### config.mk
export PLATFORM = sky130hd
export DESIGN_NAME = ordered_item_list_engine
export DESIGN_NICKNAME = d
export VERILOG_FILES = /design/src/design/oile_pkg.sv /design/src/design/oile_dp.sv /design/src/design/oile_ctrl.sv /design/src/design/ordered_item_list_engine.sv
export SDC_FILE = /design/constraint.sdc
export NUM_CORES = 2
export LEC_CHECK = 0
export ABC_AREA = 1
export BUFFER_PORTS_ARGS = -buffer_cell sky130_fd_sc_hd__buf_2
export CAP_MARGIN = 20
export CORE_ASPECT_RATIO = 1.2
export CORE_MARGIN = 8
export CORE_UTILIZATION = 60
export CTS_CLUSTER_SIZE = 14
export DETAILED_ROUTE_END_ITERATION = 16
export PLACE_DENSITY = 0.76
export SKIP_CTS_REPAIR_TIMING = 1
export SYNTH_ARGS = -nofsm -noshare
export SYNTH_HDL_FRONTEND = slang
export SYNTH_SLANG_ARGS = --single-unit
export TNS_END_PERCENT = 100
### constraint.sdc
create_clock -name clk -period 10.3 [get_ports clk]
set_input_delay 1.03 -clock clk [delete_from_list [all_inputs] [get_ports clk]]
set_output_delay 1.03 -clock clk [all_outputs]
set_load 0.005 [all_outputs]
### src/design/oile_pkg.sv
// Shared constants, codes and controller/datapath interface types for the list engine.
package oile_pkg;

	// Fixed field widths
	localparam int CMD_W   = 3;
	localparam int POS_W   = 6;
	localparam int DATA_W  = 32;
	localparam int IDX_W   = 6;
	localparam int CNTO_W  = 7;

	// Stream word widths (fields packed from bit 0, padded to bytes)
	localparam int S_TDATA_W = 72;
	localparam int S_TUSER_W = 3;
	localparam int M_TDATA_W = 56;
	localparam int M_TUSER_W = 1;

	// Parameter defaults
	localparam int DEF_MAX_ENTRIES = 64;
	localparam int DEF_ITEM_WIDTH  = 32;

	// Command codes
	localparam logic [CMD_W-1:0] CMD_INSERT = 3'd0;
	localparam logic [CMD_W-1:0] CMD_SORTED = 3'd1;
	localparam logic [CMD_W-1:0] CMD_ERASE  = 3'd2;
	localparam logic [CMD_W-1:0] CMD_REMOVE = 3'd3;
	localparam logic [CMD_W-1:0] CMD_GET    = 3'd4;
	localparam logic [CMD_W-1:0] CMD_SET    = 3'd5;
	localparam logic [CMD_W-1:0] CMD_FIND   = 3'd6;

	// Datapath operation codes
	localparam int OP_W = 4;
	localparam logic [OP_W-1:0] OP_NOP       = 4'd0;
	localparam logic [OP_W-1:0] OP_LOAD      = 4'd1;
	localparam logic [OP_W-1:0] OP_SCAN_INIT = 4'd2;
	localparam logic [OP_W-1:0] OP_SCAN      = 4'd3;
	localparam logic [OP_W-1:0] OP_UP_INIT   = 4'd4;
	localparam logic [OP_W-1:0] OP_UP        = 4'd5;
	localparam logic [OP_W-1:0] OP_DN_INIT   = 4'd6;
	localparam logic [OP_W-1:0] OP_DN        = 4'd7;
	localparam logic [OP_W-1:0] OP_CMP_INIT  = 4'd8;
	localparam logic [OP_W-1:0] OP_CMP       = 4'd9;
	localparam logic [OP_W-1:0] OP_CMP_END   = 4'd10;
	localparam logic [OP_W-1:0] OP_GET       = 4'd11;
	localparam logic [OP_W-1:0] OP_SET       = 4'd12;
	localparam logic [OP_W-1:0] OP_PUT       = 4'd13;
	localparam logic [OP_W-1:0] OP_SHRINK    = 4'd14;
	localparam logic [OP_W-1:0] OP_FINISH    = 4'd15;

	typedef struct packed {
		logic [OP_W-1:0] op;
		logic            ok;
	} dp_cmd_t;

	typedef struct packed {
		logic [CMD_W-1:0] cmd;
		logic             full;
		logic             pos_le;
		logic             pos_lt;
		logic             walk_done;
		logic             scan_hit;
		logic             out_busy;
	} dp_stat_t;

endpackage

### src/design/oile_dp.sv
// Datapath: entry memory, walk pointers, entry count and result register.
module oile_dp
	import oile_pkg::*;
#(
	parameter int MAX_ENTRIES = DEF_MAX_ENTRIES,
	parameter int ITEM_WIDTH  = DEF_ITEM_WIDTH
) (
	input  logic              clk,
	input  logic              arst_n,
	input  dp_cmd_t           cmd,
	output dp_stat_t          stat,
	input  logic [CMD_W-1:0]  in_command,
	input  logic [POS_W-1:0]  in_position,
	input  logic [DATA_W-1:0] in_item,
	input  logic [DATA_W-1:0] in_lookup,
	input  logic              out_ready,
	output logic              out_valid,
	output logic              out_ok,
	output logic [IDX_W-1:0]  out_index,
	output logic [DATA_W-1:0] out_read,
	output logic [CNTO_W-1:0] out_removed,
	output logic [CNTO_W-1:0] out_count
);

	localparam int AW = $clog2(MAX_ENTRIES);
	localparam int CW = $clog2(MAX_ENTRIES + 1);
	localparam int PW = (CW > POS_W) ? CW : POS_W;

	logic [ITEM_WIDTH-1:0] mem [MAX_ENTRIES];
	logic [ITEM_WIDTH-1:0] rdata_q;

	logic [CMD_W-1:0]      cmd_q;
	logic [POS_W-1:0]      pos_q;
	logic [ITEM_WIDTH-1:0] val_q;
	logic [ITEM_WIDTH-1:0] look_q;
	logic [CW-1:0]         p_q;
	logic [CW-1:0]         w_q;
	logic [CW-1:0]         k_q;
	logic                  chk_q;
	logic [CW-1:0]         ins_q;
	logic [CW-1:0]         rem_q;
	logic [CW-1:0]         cnt_q;
	logic                  out_valid_q;

	logic                  rd_en;
	logic [AW-1:0]         rd_addr;
	logic                  wr_en;
	logic [AW-1:0]         wr_addr;
	logic [ITEM_WIDTH-1:0] wr_data;
	logic                  step;
	logic                  eq_val;
	logic                  hit_cond;

	assign step     = (k_q != '0);
	assign eq_val   = (val_q == rdata_q);
	assign hit_cond = (cmd_q == CMD_FIND) ? (look_q == rdata_q) : (val_q <= rdata_q);

	assign stat.cmd       = cmd_q;
	assign stat.full      = (cnt_q >= CW'(MAX_ENTRIES));
	assign stat.pos_le    = (PW'(pos_q) <= PW'(cnt_q));
	assign stat.pos_lt    = (PW'(pos_q) < PW'(cnt_q));
	assign stat.walk_done = !step && !chk_q;
	assign stat.scan_hit  = chk_q && hit_cond;
	assign stat.out_busy  = out_valid_q && !out_ready;

	// Memory port selection
	always_comb begin
		rd_en   = 1'b0;
		rd_addr = p_q[AW-1:0];
		wr_en   = 1'b0;
		wr_addr = w_q[AW-1:0];
		wr_data = rdata_q;
		unique case (cmd.op) inside
			OP_SCAN: rd_en = step;
			OP_UP, OP_DN: begin
				rd_en = step;
				wr_en = chk_q;
			end
			OP_CMP: begin
				rd_en = step;
				wr_en = chk_q && !eq_val;
			end
			OP_GET: begin
				rd_en   = 1'b1;
				rd_addr = ins_q[AW-1:0];
			end
			OP_SET, OP_PUT: begin
				wr_en   = 1'b1;
				wr_addr = ins_q[AW-1:0];
				wr_data = val_q;
			end
			default: ;
		endcase
	end

	always_ff @(posedge clk) begin
		if (wr_en) begin
			mem[wr_addr] <= wr_data;
		end
		if (rd_en) begin
			rdata_q <= mem[rd_addr];
		end
	end

	// Latched item payload
	always_ff @(posedge clk) begin
		if (cmd.op == OP_LOAD) begin
			pos_q  <= in_position;
			val_q  <= ITEM_WIDTH'(in_item);
			look_q <= ITEM_WIDTH'(in_lookup);
		end
	end

	// Walk control and entry count
	always_ff @(posedge clk or negedge arst_n) begin
		if (!arst_n) begin
			cmd_q <= '0;
			p_q   <= '0;
			w_q   <= '0;
			k_q   <= '0;
			chk_q <= 1'b0;
			ins_q <= '0;
			rem_q <= '0;
			cnt_q <= '0;
		end else begin
			unique case (cmd.op) inside
				OP_LOAD: begin
					cmd_q <= in_command;
					ins_q <= CW'(in_position);
				end
				OP_SCAN_INIT: begin
					p_q   <= '0;
					k_q   <= cnt_q;
					chk_q <= 1'b0;
					ins_q <= cnt_q;
				end
				OP_SCAN: begin
					chk_q <= step;
					if (step) begin
						p_q <= p_q + 1'b1;
						k_q <= k_q - 1'b1;
					end
					if (chk_q && hit_cond) begin
						ins_q <= p_q - 1'b1;
					end
				end
				OP_UP_INIT: begin
					p_q   <= cnt_q - 1'b1;
					w_q   <= cnt_q;
					k_q   <= cnt_q - ins_q;
					chk_q <= 1'b0;
				end
				OP_UP: begin
					chk_q <= step;
					if (step) begin
						p_q <= p_q - 1'b1;
						k_q <= k_q - 1'b1;
					end
					if (chk_q) begin
						w_q <= w_q - 1'b1;
					end
				end
				OP_DN_INIT: begin
					p_q   <= ins_q + 1'b1;
					w_q   <= ins_q;
					k_q   <= cnt_q - ins_q - 1'b1;
					chk_q <= 1'b0;
				end
				OP_DN: begin
					chk_q <= step;
					if (step) begin
						p_q <= p_q + 1'b1;
						k_q <= k_q - 1'b1;
					end
					if (chk_q) begin
						w_q <= w_q + 1'b1;
					end
				end
				OP_CMP_INIT: begin
					p_q   <= '0;
					w_q   <= '0;
					k_q   <= cnt_q;
					chk_q <= 1'b0;
					rem_q <= '0;
				end
				OP_CMP: begin
					chk_q <= step;
					if (step) begin
						p_q <= p_q + 1'b1;
						k_q <= k_q - 1'b1;
					end
					if (chk_q) begin
						if (eq_val) begin
							rem_q <= rem_q + 1'b1;
						end else begin
							w_q <= w_q + 1'b1;
						end
					end
				end
				OP_CMP_END: cnt_q <= w_q;
				OP_PUT:     cnt_q <= cnt_q + 1'b1;
				OP_SHRINK:  cnt_q <= cnt_q - 1'b1;
				default: ;
			endcase
		end
	end

	// Result register
	always_ff @(posedge clk or negedge arst_n) begin
		if (!arst_n) begin
			out_valid_q <= 1'b0;
		end else if (cmd.op == OP_FINISH) begin
			out_valid_q <= 1'b1;
		end else if (out_ready) begin
			out_valid_q <= 1'b0;
		end
	end

	always_ff @(posedge clk) begin
		if (cmd.op == OP_FINISH) begin
			out_ok      <= cmd.ok;
			out_index   <= (cmd.ok && cmd_q != CMD_REMOVE) ? IDX_W'(ins_q) : '0;
			out_read    <= (cmd.ok && cmd_q == CMD_GET) ? DATA_W'(rdata_q) : '0;
			out_removed <= (cmd_q == CMD_REMOVE) ? CNTO_W'(rem_q) : '0;
			out_count   <= CNTO_W'(cnt_q);
		end
	end

	assign out_valid = out_valid_q;

endmodule

### src/design/oile_ctrl.sv
// Controller: sequences one command at a time through the datapath.
module oile_ctrl
	import oile_pkg::*;
(
	input  logic     clk,
	input  logic     arst_n,
	input  logic     in_valid,
	output logic     in_ready,
	input  dp_stat_t stat,
	output dp_cmd_t  cmd
);

	localparam logic [3:0] S_IDLE   = 4'd0;
	localparam logic [3:0] S_DECODE = 4'd1;
	localparam logic [3:0] S_SCAN   = 4'd2;
	localparam logic [3:0] S_UPI    = 4'd3;
	localparam logic [3:0] S_UP     = 4'd4;
	localparam logic [3:0] S_DN     = 4'd5;
	localparam logic [3:0] S_CMP    = 4'd6;
	localparam logic [3:0] S_GET    = 4'd7;
	localparam logic [3:0] S_FINISH = 4'd8;

	logic [3:0] state_q;
	logic [3:0] state_d;
	logic       ok_q;
	logic       ok_d;
	logic [OP_W-1:0] op;

	always_comb begin
		state_d = state_q;
		ok_d    = ok_q;
		op      = OP_NOP;
		unique case (state_q)
			S_IDLE: begin
				if (in_valid) begin
					op      = OP_LOAD;
					state_d = S_DECODE;
				end
			end
			S_DECODE: begin
				ok_d    = 1'b0;
				state_d = S_FINISH;
				unique case (stat.cmd)
					CMD_INSERT: begin
						if (!stat.full && stat.pos_le) state_d = S_UPI;
					end
					CMD_SORTED: begin
						if (!stat.full) begin
							op      = OP_SCAN_INIT;
							state_d = S_SCAN;
						end
					end
					CMD_ERASE: begin
						if (stat.pos_lt) begin
							op      = OP_DN_INIT;
							state_d = S_DN;
						end
					end
					CMD_REMOVE: begin
						op      = OP_CMP_INIT;
						state_d = S_CMP;
					end
					CMD_GET: begin
						if (stat.pos_lt) begin
							op      = OP_GET;
							state_d = S_GET;
						end
					end
					CMD_SET: begin
						if (stat.pos_lt) begin
							op   = OP_SET;
							ok_d = 1'b1;
						end
					end
					CMD_FIND: begin
						op      = OP_SCAN_INIT;
						state_d = S_SCAN;
					end
					default: ;
				endcase
			end
			S_SCAN: begin
				op = OP_SCAN;
				if (stat.scan_hit || stat.walk_done) begin
					if (stat.cmd == CMD_FIND) begin
						ok_d    = stat.scan_hit;
						state_d = S_FINISH;
					end else begin
						state_d = S_UPI;
					end
				end
			end
			S_UPI: begin
				op      = OP_UP_INIT;
				state_d = S_UP;
			end
			S_UP: begin
				if (stat.walk_done) begin
					op      = OP_PUT;
					ok_d    = 1'b1;
					state_d = S_FINISH;
				end else begin
					op = OP_UP;
				end
			end
			S_DN: begin
				if (stat.walk_done) begin
					op      = OP_SHRINK;
					ok_d    = 1'b1;
					state_d = S_FINISH;
				end else begin
					op = OP_DN;
				end
			end
			S_CMP: begin
				if (stat.walk_done) begin
					op      = OP_CMP_END;
					ok_d    = 1'b1;
					state_d = S_FINISH;
				end else begin
					op = OP_CMP;
				end
			end
			S_GET: begin
				ok_d    = 1'b1;
				state_d = S_FINISH;
			end
			S_FINISH: begin
				if (!stat.out_busy) begin
					op      = OP_FINISH;
					state_d = S_IDLE;
				end
			end
			default: state_d = S_IDLE;
		endcase
	end

	always_ff @(posedge clk or negedge arst_n) begin
		if (!arst_n) begin
			state_q <= S_IDLE;
			ok_q    <= 1'b0;
		end else begin
			state_q <= state_d;
			ok_q    <= ok_d;
		end
	end

	assign in_ready = (state_q == S_IDLE);
	assign cmd.op   = op;
	assign cmd.ok   = ok_q;

endmodule

### src/design/ordered_item_list_engine.sv
// Top level of the ordered item list engine: stream ports, controller and datapath.
//
//  Channel  | Signals                      | Carries
//  ---------+------------------------------+---------------------------------------------
//  s (in)   | s_tvalid s_tready s_tdata    | one command item: tuser = command,
//           | s_tuser                      | tdata = position, item_value, lookup_value
//  m (out)  | m_tvalid m_tready m_tdata    | one result item per command: tuser = ok,
//           | m_tuser                      | tdata = index, read_value, removed_count, count
//
// Commands are taken one at a time, and every walk steps through one entry a cycle using the
// single read and write port of the memory.
// Reset clears the entry count; the memory itself holds no reset value.
// A stalled result waits in the output register and the next item is still taken, but the
// controller holds that item's result until the register drains.
module ordered_item_list_engine
	import oile_pkg::*;
#(
	parameter int MAX_ENTRIES = DEF_MAX_ENTRIES,
	parameter int ITEM_WIDTH  = DEF_ITEM_WIDTH
) (
	input  logic                 clk,
	input  logic                 arst_n,
	input  logic                 s_tvalid,
	output logic                 s_tready,
	input  logic [S_TDATA_W-1:0] s_tdata,  // position, item_value, lookup_value
	input  logic [S_TUSER_W-1:0] s_tuser,  // command
	output logic                 m_tvalid,
	input  logic                 m_tready,
	output logic [M_TDATA_W-1:0] m_tdata,  // index, read_value, removed_count, item_count
	output logic [M_TUSER_W-1:0] m_tuser   // ok
);

	localparam int POS_LO  = 0;
	localparam int ITEM_LO = POS_LO + POS_W;
	localparam int LOOK_LO = ITEM_LO + DATA_W;

	localparam int IDX_LO  = 0;
	localparam int READ_LO = IDX_LO + IDX_W;
	localparam int REM_LO  = READ_LO + DATA_W;
	localparam int CNT_LO  = REM_LO + CNTO_W;
	localparam int OUT_USED = CNT_LO + CNTO_W;

	dp_cmd_t  ctl_cmd;
	dp_stat_t dp_stat;

	logic              res_ok;
	logic [IDX_W-1:0]  res_index;
	logic [DATA_W-1:0] res_read;
	logic [CNTO_W-1:0] res_removed;
	logic [CNTO_W-1:0] res_count;

	// Sequence each command; the controller sees only the input handshake and datapath status.
	oile_ctrl u_ctrl (
		.clk      (clk),
		.arst_n   (arst_n),
		.in_valid (s_tvalid),
		.in_ready (s_tready),
		.stat     (dp_stat),
		.cmd      (ctl_cmd)
	);

	// Hold the entries and the result register.
	oile_dp #(
		.MAX_ENTRIES (MAX_ENTRIES),
		.ITEM_WIDTH  (ITEM_WIDTH)
	) u_dp (
		.clk         (clk),
		.arst_n      (arst_n),
		.cmd         (ctl_cmd),
		.stat        (dp_stat),
		.in_command  (s_tuser[CMD_W-1:0]),
		.in_position (s_tdata[POS_LO +: POS_W]),
		.in_item     (s_tdata[ITEM_LO +: DATA_W]),
		.in_lookup   (s_tdata[LOOK_LO +: DATA_W]),
		.out_ready   (m_tready),
		.out_valid   (m_tvalid),
		.out_ok      (res_ok),
		.out_index   (res_index),
		.out_read    (res_read),
		.out_removed (res_removed),
		.out_count   (res_count)
	);

	// Pack the result item, lowest field first, zero pad to the byte boundary.
	assign m_tdata[IDX_LO +: IDX_W]               = res_index;
	assign m_tdata[READ_LO +: DATA_W]             = res_read;
	assign m_tdata[REM_LO +: CNTO_W]              = res_removed;
	assign m_tdata[CNT_LO +: CNTO_W]              = res_count;
	assign m_tdata[M_TDATA_W-1:OUT_USED]          = '0;
	assign m_tuser[0]                             = res_ok;

`ifndef SYNTHESIS
	// A taken item moves the controller out of idle at once.
	a_leave_idle: assert property (@(posedge clk) disable iff (!arst_n)
		s_tvalid && s_tready |=> !s_tready)
		else $error("input still ready right after an item was taken");

	// A failed command reports no index, no read data and no removals.
	a_fail_clean: assert property (@(posedge clk) disable iff (!arst_n)
		m_tvalid && !m_tuser[0] |->
			(m_tdata[IDX_LO +: IDX_W] == '0) && (m_tdata[READ_LO +: DATA_W] == '0)
			&& (m_tdata[REM_LO +: CNTO_W] == '0))
		else $error("failed result carries nonzero fields");

	// An entry is placed only when there is room for it.
	a_put_room: assert property (@(posedge clk) disable iff (!arst_n)
		ctl_cmd.op == OP_PUT |-> !dp_stat.full)
		else $error("entry placed into a full list");

	// A result is loaded only when the output register is free.
	a_finish_free: assert property (@(posedge clk) disable iff (!arst_n)
		ctl_cmd.op == OP_FINISH |-> !(m_tvalid && !m_tready))
		else $error("result overwrote a stalled output item");
`endif

endmodule

# Word-level counts from Yosys, hierarchy flattened
# Memories as Yosys holds them, arrays and structs flattened. A register that Yosys moved wholly into a read port is not among the register bits.
# Index checks and enable logic that the tools add are counted.
[word_totals]
mem_bits_ro = 0
ram_bits = 2048
wordCells = 175
regBits = 175
mem_count = 1
latch_bits = 0
[mem_list]
columns = ["name", "depth", "width", "rd", "rd_clocked_by_memory_dff", "wr", "line_no", "rtl"]
rows = [
  ["u_dp.mem", 64, 32, 1, 1, 1, "oile_dp.sv:29", "logic [ITEM_WIDTH-1:0] mem [MAX_ENTRIES];"],
]
[classes]
order_cmp = 4
div = 0
shift = 0
n_mux = 55
n_mul = 0
add_sub_neg = 11
reduce_logical = 39
bitwise = 0
eq_ne = 46
[ops]
columns = ["operator", "n"]
rows = [
  ["2-to-1 mux 7 bit", 10],
  ["equality test 32 bit", 2],
  ["2-to-1 mux 4 bit", 14],
  ["one-hot mux 4 bit (6 select lines)", 2],
  ["one-hot mux 7 bit (3 select lines)", 2],
  ["one-hot mux 7 bit (6 select lines)", 1],
  ["equality test 4 bit, second input constant", 9],
  ["adder 7 x 1 -> 7 bit, second input constant", 5],
  ["one-hot mux 7 bit (5 select lines)", 1],
  ["subtractor 7 x 1 -> 7 bit, second input constant", 5],
  ["equality test 4 x 3 -> 1 bit, second input constant", 8],
  ["less-or-equal comparator 32 bit", 1],
  ["2-to-1 mux 32 bit", 1],
  ["one-hot mux 4 bit (8 select lines)", 1],
  ["one-hot mux 4 bit (7 select lines)", 1],
  ["one-hot mux 7 bit (4 select lines)", 1],
  ["inequality test 2 x 1 -> 1 bit, second input constant", 10],
  ["equality test 4 x 2 -> 1 bit, second input constant", 4],
  ["one-hot mux 7 bit (2 select lines)", 1],
  ["2-to-1 mux 6 bit", 2],
  ["2-to-1 mux 1 bit", 11],
  ["equality test 3 bit, second input constant", 3],
  ["equality test 4 x 1 -> 1 bit, second input constant", 2],
  ["inequality test 2 bit, second input constant", 4],
  ["30 further kinds", 54],
]

# Longest topological paths before layout
[depth]
ltp_word = 10
depth_mapped = 22
depth_no_buf = 21

# By module
# Synthesis repeated with hierarchy kept, for this count alone.
[hier_totals]
hier_cells = 9675
area_unflattened_um2 = 99406.6
[by_module_without_submodules]
columns = ["module", "seq_area_each_um2", "cells_per_inst", "area_per_inst_um2", "instances"]
rows = [
  ["oile_dp", 67329.6, 9556, 98690.9, 1],
  ["oile_ctrl", 125.1, 114, 681.9, 1],
  ["ordered_item_list_engine", 0.0, 5, 33.8, 1],
]

# Worst setup path before layout
# Ideal clock, no wire load.
[synth_timing]
path_type = "input to register"
start = "in m_tready"
end = "mem u_dp.mem[0][0] (netlist name) (data pin)"
setup_slack_ps = 3888
arrival_time_ps = 5710
path_stages = 11
setup_ps = 702
required_ps = 9598
path_buffers = 3
path_cell_list = "inv_1 -> nand2_1 -> nand3_1 -> inv_1 -> nor3_1 -> nand2_1 -> nand3_2 -> buf_6 -> buf_2 -> buf_2 -> o21ai_0"
[synth_between]
elab_chain_len = 7
word_cells_on_any_way = 8
[synth_rtl]
columns = ["item", "line_no", "rtl"]
rows = [
  ["start, declared", "ordered_item_list_engine.sv:28", "input logic m_tready,"],
  ["logical NOT 1 bit (*)", "oile_dp.sv:64", "assign stat.out_busy = out_valid_q && !out_ready;"],
  ["logical AND 1 bit (*)", "oile_dp.sv:64", ""],
  ["2-to-1 mux 4 bit (*)", "oile_ctrl.sv:129", "if (!stat.out_busy) begin"],
  ["one-hot mux 4 bit (8 select lines) (*)", "oile_ctrl.sv:33", "unique case (state_q)"],
  ["equality test 4 bit (no source line)", "--", ""],
  ["OR reduction 2 bit (*)", "oile_dp.sv:73", "unique case (cmd.op) inside"],
  ["2-to-1 mux 32 bit (*)", "oile_dp.sv:73", ""],
  ["named net u_dp.wr_data[0]", "oile_dp.sv:49", "logic [ITEM_WIDTH-1:0] wr_data;"],
  ["end, declared", "oile_dp.sv:29", ""],
]
# The timed path passes the listed nets; every way through them passes the cells marked *.

# Worst setup path after layout
[layout_timing]
start = "reg u_dp.cnt_q[4]"
end = "mem u_dp.mem[56][23] (netlist name) (enable)"
[layout_between]
elab_chain_len = 9
word_cells_on_any_way = 19
[layout_rtl]
columns = ["item", "line_no", "rtl"]
rows = [
  ["start, declared", "oile_dp.sv:42", "logic [CW-1:0] cnt_q;"],
  ["start signal, assigned", "oile_dp.sv:200", "OP_CMP_END: cnt_q <= w_q;"],
  ["start signal, assigned", "oile_dp.sv:201", "OP_PUT: cnt_q <= cnt_q + 1'b1;"],
  ["start signal, assigned", "oile_dp.sv:202", "OP_SHRINK: cnt_q <= cnt_q - 1'b1;"],
  ["< comparator 6 x 7 -> 1 bit or >= comparator 7 bit (tied branches)", "oile_dp.sv:61, oile_dp.sv:59", ""],
  ["2-to-1 mux 4 bit, or another cell as far along", "oile_ctrl.sv:64", "if (stat.pos_lt) begin"],
  ["one-hot mux 4 bit (6 select lines) (*)", "oile_ctrl.sv:43", "unique case (stat.cmd)"],
  ["one-hot mux 4 bit (8 select lines) (*)", "oile_ctrl.sv:33", ""],
  ["equality test 4 bit (no source line) or equality test 4 x 3 -> 1 bit (tied branches)", "--", ""],
  ["OR reduction 2 bit", "oile_dp.sv:73", ""],
  ["one-hot mux 1 bit (3 select lines)", "oile_dp.sv:73", ""],
  ["2-to-1 mux 1 bit", "oile_dp.sv:97", "if (wr_en) begin"],
  ["2-to-1 mux 1 bit (not written as such)", "oile_dp.sv:98", "mem[wr_addr] <= wr_data;"],
]
# Mark *: on every way between the ends. The rest lies on a longest branch, timed or not.

==> impl.org <==
** Outcome
- The run finished with clean final reports.

** Routing
- Before antenna repair, the detailed router went through 9 iterations.
- Total routed wirelength :: 276000 µm
- The first routing iteration left 9304 violations.
- Residual antenna-violating net count after detailed routing :: 0
- In the detailed route, the total length drawn on met2 is 131000 µm.
- For this block, wires on met1 add up to 98000 µm.
- In the final routed layout, each cell accounts on average for roughly 23 µm.
- Met3 WL post-DR :: 29700 µm
- Number of DRC violations after detailed routing :: 0
- After detailed routing, the number of vias per cell comes to 5.86.
- The detailed router placed 70.4k vias in this run.
- The highest layer touched by signal routing is met5.

** Placed design
- At the end of routability-driven placement, the weighted congestion stood at a little over 0.9.
- Post-DP HPWL :: roughly 150000 µm
- Setup slack at placement :: about 3700 ps
- Buffers on Ports :: 131

** Floorplanning
- Std cell rows :: 164
- In this run the standard cell core region covers 166000 µm².
- Die outline area :: 179000 µm²
- From bottom edge to top edge, the die measures 462 µm.
- Starting utilization of the core area :: about three fifths
- Boundary pin count :: roughly 140
- Die Wd :: 388 µm

** STA
- Highest achievable clock rate :: 0.150 GHz
- The number of hold violations in the final report came to 0.
- Final hold slack :: 341 ps
- For the final routed database, the setup TNS stands at 0 ps.
- Final min period :: 6680 ps
- Slew at the pin closest to its max-slew limit :: 1180 ps
- Setup violations remaining at the end of the flow were counted as 0.
- After layout, the worst path uses between 60 and 70% of the clock period.
- Clock Skew :: around 66 ps
- Relative slew slack :: approximately a fifth
- After layout, the worst setup slack is 3620 ps.
- Setup repair after global routing left no endpoint under its margin.
- The final-report max-slew violation count is 0.

** Power and ir drop
- In this run the static leakage power is 46.1 nW.
- Total power for the finished layout comes to 32.3 mW.
- IR analysis of the VDD net gives a maximum drop of approximately 0.40 mV.
- Total power divided by cell area :: 294 nW/µm²

** Synth
- Yosys mapped a number of flops with a built-in enable equal to 2203.
- Top-area cell type share of the netlist area :: between 60% and 70%
- Number of distinct library cells after synthesis :: 50
- A synthesized cell averages between 10 and 15 µm².
- Cell area after synthesis :: 99600 µm²
- The synthesized design spends more area on one cell type than any other, namely sky130_fd_sc_hd__edfxtp_1.
- In the post-synthesis netlist, the biggest area contributors are sky130_fd_sc_hd__edfxtp_1 66%, sky130_fd_sc_hd__nand2_1 9.7%, sky130_fd_sc_hd__nand3_1 9.6%, sky130_fd_sc_hd__inv_1 6.7%, sky130_fd_sc_hd__buf_2 1.4%.
- Most instantiated flip-flop cell in the synthesis netlist :: sky130_fd_sc_hd__edfxtp_1
- Warning count from the yosys run :: 0
- Counting instances in the post-synthesis netlist gives the leading cell types as 2586 x sky130_fd_sc_hd__nand2_1, 2203 x sky130_fd_sc_hd__edfxtp_1, 1910 x sky130_fd_sc_hd__nand3_1.
- By instance count, the leading cell after synthesis is sky130_fd_sc_hd__nand2_1.
- After synthesis the netlist holds a flip-flop and latch count of 2255.
- Sequential area share after synthesis :: 67.7%
- Post-synth ARST share :: 2.31%
- In the synthesized netlist, the number of instances is just under 10k.

** Clock tree
- TritonCTS clock tree :: built
- Clock-pin slew was measured on the worst setup and hold paths at 60 ps.
- TritonCTS Sinks :: 2255
- The root buffer cell chosen for the clock tree is sky130_fd_sc_hd__clkbuf_16.
- The H-tree was split into 4 levels.
- TritonCTS created 211 clock buffers.
- Clock latency on the worst-skew pair, taken at its later pin, is between 800 and 900 ps.
- Max Buffers Root-to-Sink :: 3

** Worst setup path
- CP endpoint kind :: flip-flop
- Data on the critical path is required at its endpoint by 10800 ps.
- Crit path arrival time :: 7180 ps
- WS Path Type :: reg -> reg
- Kind of start point of the critical path :: flip-flop
- Largest fanout on the critical path :: 46

** Layout
- Layout Nets :: ~9.8k
- Fraction of layout cells with a size suffix above 1 :: under 10%
- Area Growth Syn to Fin :: 10.3%
- At the end of the flow the core is filled with cells to about two thirds.

** Global routing
- Antenna violations before repair :: 14
- Remaining Overflow, GRT :: 0
- Vias in the first global route :: between 60k and 70k
- The first global-routing pass estimated 409000 µm of wire.
- Maximum number of pins on one net before global-route repair :: 191
- Global-route total usage across every layer :: 29.9%

** Job
- Max-cap violations in this run came to 0.

** Hold path
- Worst min-delay path category :: in -> async
-- state kept, by name, indices dropped and copies added, names as in the netlist --
signal            cells
u_dp.look_q          32
u_dp.rem_q            7
u_dp.pos_q            6
u_dp.rdata_q         32
u_dp.cnt_q            7
u_dp.val_q           32
u_dp.out_ok           1
u_ctrl.ok_q           1
u_dp.out_count        7
u_dp.ins_q            7
u_dp.out_read        32
u_dp.w_q              7
u_dp.out_index        6
u_ctrl.state_q        4
u_dp.out_valid        1
u_dp.k_q              7
u_dp.chk_q            1
u_dp.mem           2048
u_dp.cmd_q            3
u_dp.out_removed      7
u_dp.p_q              7
-- critical path: stages, from the launching register on --
cell                      delay, ps
sky130_fd_sc_hd__dfrtp_1        550
sky130_fd_sc_hd__inv_1          260
sky130_fd_sc_hd__ha_1           370
sky130_fd_sc_hd__nand2_1         60
sky130_fd_sc_hd__nand2_1         90
sky130_fd_sc_hd__nand2_1         70
sky130_fd_sc_hd__nand2_1         50
sky130_fd_sc_hd__a21oi_1        190
sky130_fd_sc_hd__nand2_1        130
sky130_fd_sc_hd__nand2_1         80
sky130_fd_sc_hd__nand2_1         60
sky130_fd_sc_hd__nand2_1        200
sky130_fd_sc_hd__inv_2           90
sky130_fd_sc_hd__nand3_4        530
sky130_fd_sc_hd__buf_4          800
sky130_fd_sc_hd__nand2_1         90
sky130_fd_sc_hd__o21ai_0        450
sky130_fd_sc_hd__nand4_1       1000
sky130_fd_sc_hd__nor2_4         740
sky130_fd_sc_hd__buf_4          460
-- cell type report --
| type | count | area (µm²) |
|---|---|---|
| clock buffer | 264 | 5570 |
| antenna | 5 | 12.5 |
| inverter | 1798 | 6760 |
| sequential | 2255 | 67500 |
| tap | 2158 | 2700 |
| fill | 11700 | 55900 |
| timing repair buffer | 282 | 2190 |
| multi-input combinational | 5138 | 24200 |
| clock inverter | 115 | 955 |
-- cells by family (layout without fill, tap and decap cells) --
logic type,after synthesis,in the layout,synth area share [%]
compound gates,214,214,1.26
fa+ha+maj,57,57,0.731
simple gates,4815,4815,20.9
flops,2255,2255,67.7
buf+inv,2270,2459,8.92
xor+xnor,48,48,0.422
other cells,1,9,0.00376
-- metal layers --
| metal | up-vias | track usage, % |
|---|---|---|
| li1 | 31600 | - |
| met1 | 33500 | 37.5 |
| met2 | 4427 | 48.9 |
| met3 | 840 | 5.72 |
| met4 | 2 | 17.2 |
| met5 | - | 0 |
-- final timing paths --
kind / from / to / slack [ps] / cells after the start
setup / recovery: u_dp.cnt_q[4]$_DFFE_PN0P_ / u_dp.mem[56][23]$_DFFE_PP_ / 3620 / 19
min in group clk: s_tdata[27] / u_dp.val_q[21]$_DFFE_PN_ / 340 / 1
hold reg to reg: u_dp.k_q[3]$_DFFE_PN0P_ / u_dp.k_q[3]$_DFFE_PN0P_ / 490 / 2
max in group asynchronous: arst_n / u_dp.chk_q$_DFFE_PN0P_ / 9460 / 2
setup reg to reg: u_dp.cnt_q[4]$_DFFE_PN0P_ / u_dp.mem[56][23]$_DFFE_PP_ / 3620 / 19
hold / removal: arst_n / u_dp.cnt_q[4]$_DFFE_PN0P_ / 340 / 2
-- power breakdown --
group          internal (mW)  total, mW  switching, mW
Combinational           2.83       12.4           9.56
Sequential              12.2       12.5          0.278
Clock                   4.14       7.49           3.35
-- cells in the final DEF (no fill, tap or decap), types with 33 or more instances in the layout --
cell type	Yosys	final
sky130_fd_sc_hd__nand2_1	2586	2582
sky130_fd_sc_hd__clkinv_2	0	33
sky130_fd_sc_hd__a21oi_1	80	49
sky130_fd_sc_hd__clkbuf_16	0	215
sky130_fd_sc_hd__o21ai_0	62	60
sky130_fd_sc_hd__nand3_1	1910	1909
sky130_fd_sc_hd__buf_2	269	131
sky130_fd_sc_hd__ha_1	55	55
sky130_fd_sc_hd__nand3b_1	35	35
sky130_fd_sc_hd__clkbuf_1	150	48
sky130_fd_sc_hd__buf_4	5	120
sky130_fd_sc_hd__clkinv_1	2	53
sky130_fd_sc_hd__nor2_4	0	65
sky130_fd_sc_hd__edfxtp_1	2203	2203
sky130_fd_sc_hd__dfrtp_1	52	52
sky130_fd_sc_hd__o211ai_1	34	34
sky130_fd_sc_hd__nor2_1	205	141
sky130_fd_sc_hd__inv_1	1777	1775
-- metrics by stage --
step / std cells / area [µm²]
6_report: 12000 / 110000
2_1_floorplan: 9663 / 99600
3_3_place_gp: 11600 / 103000
4_1_cts: 12000 / 110000
5_1_grt: 12000 / 110000
3_5_place_dp: 11600 / 103000
No activity file was read; power rests on OpenSTA's default activity.
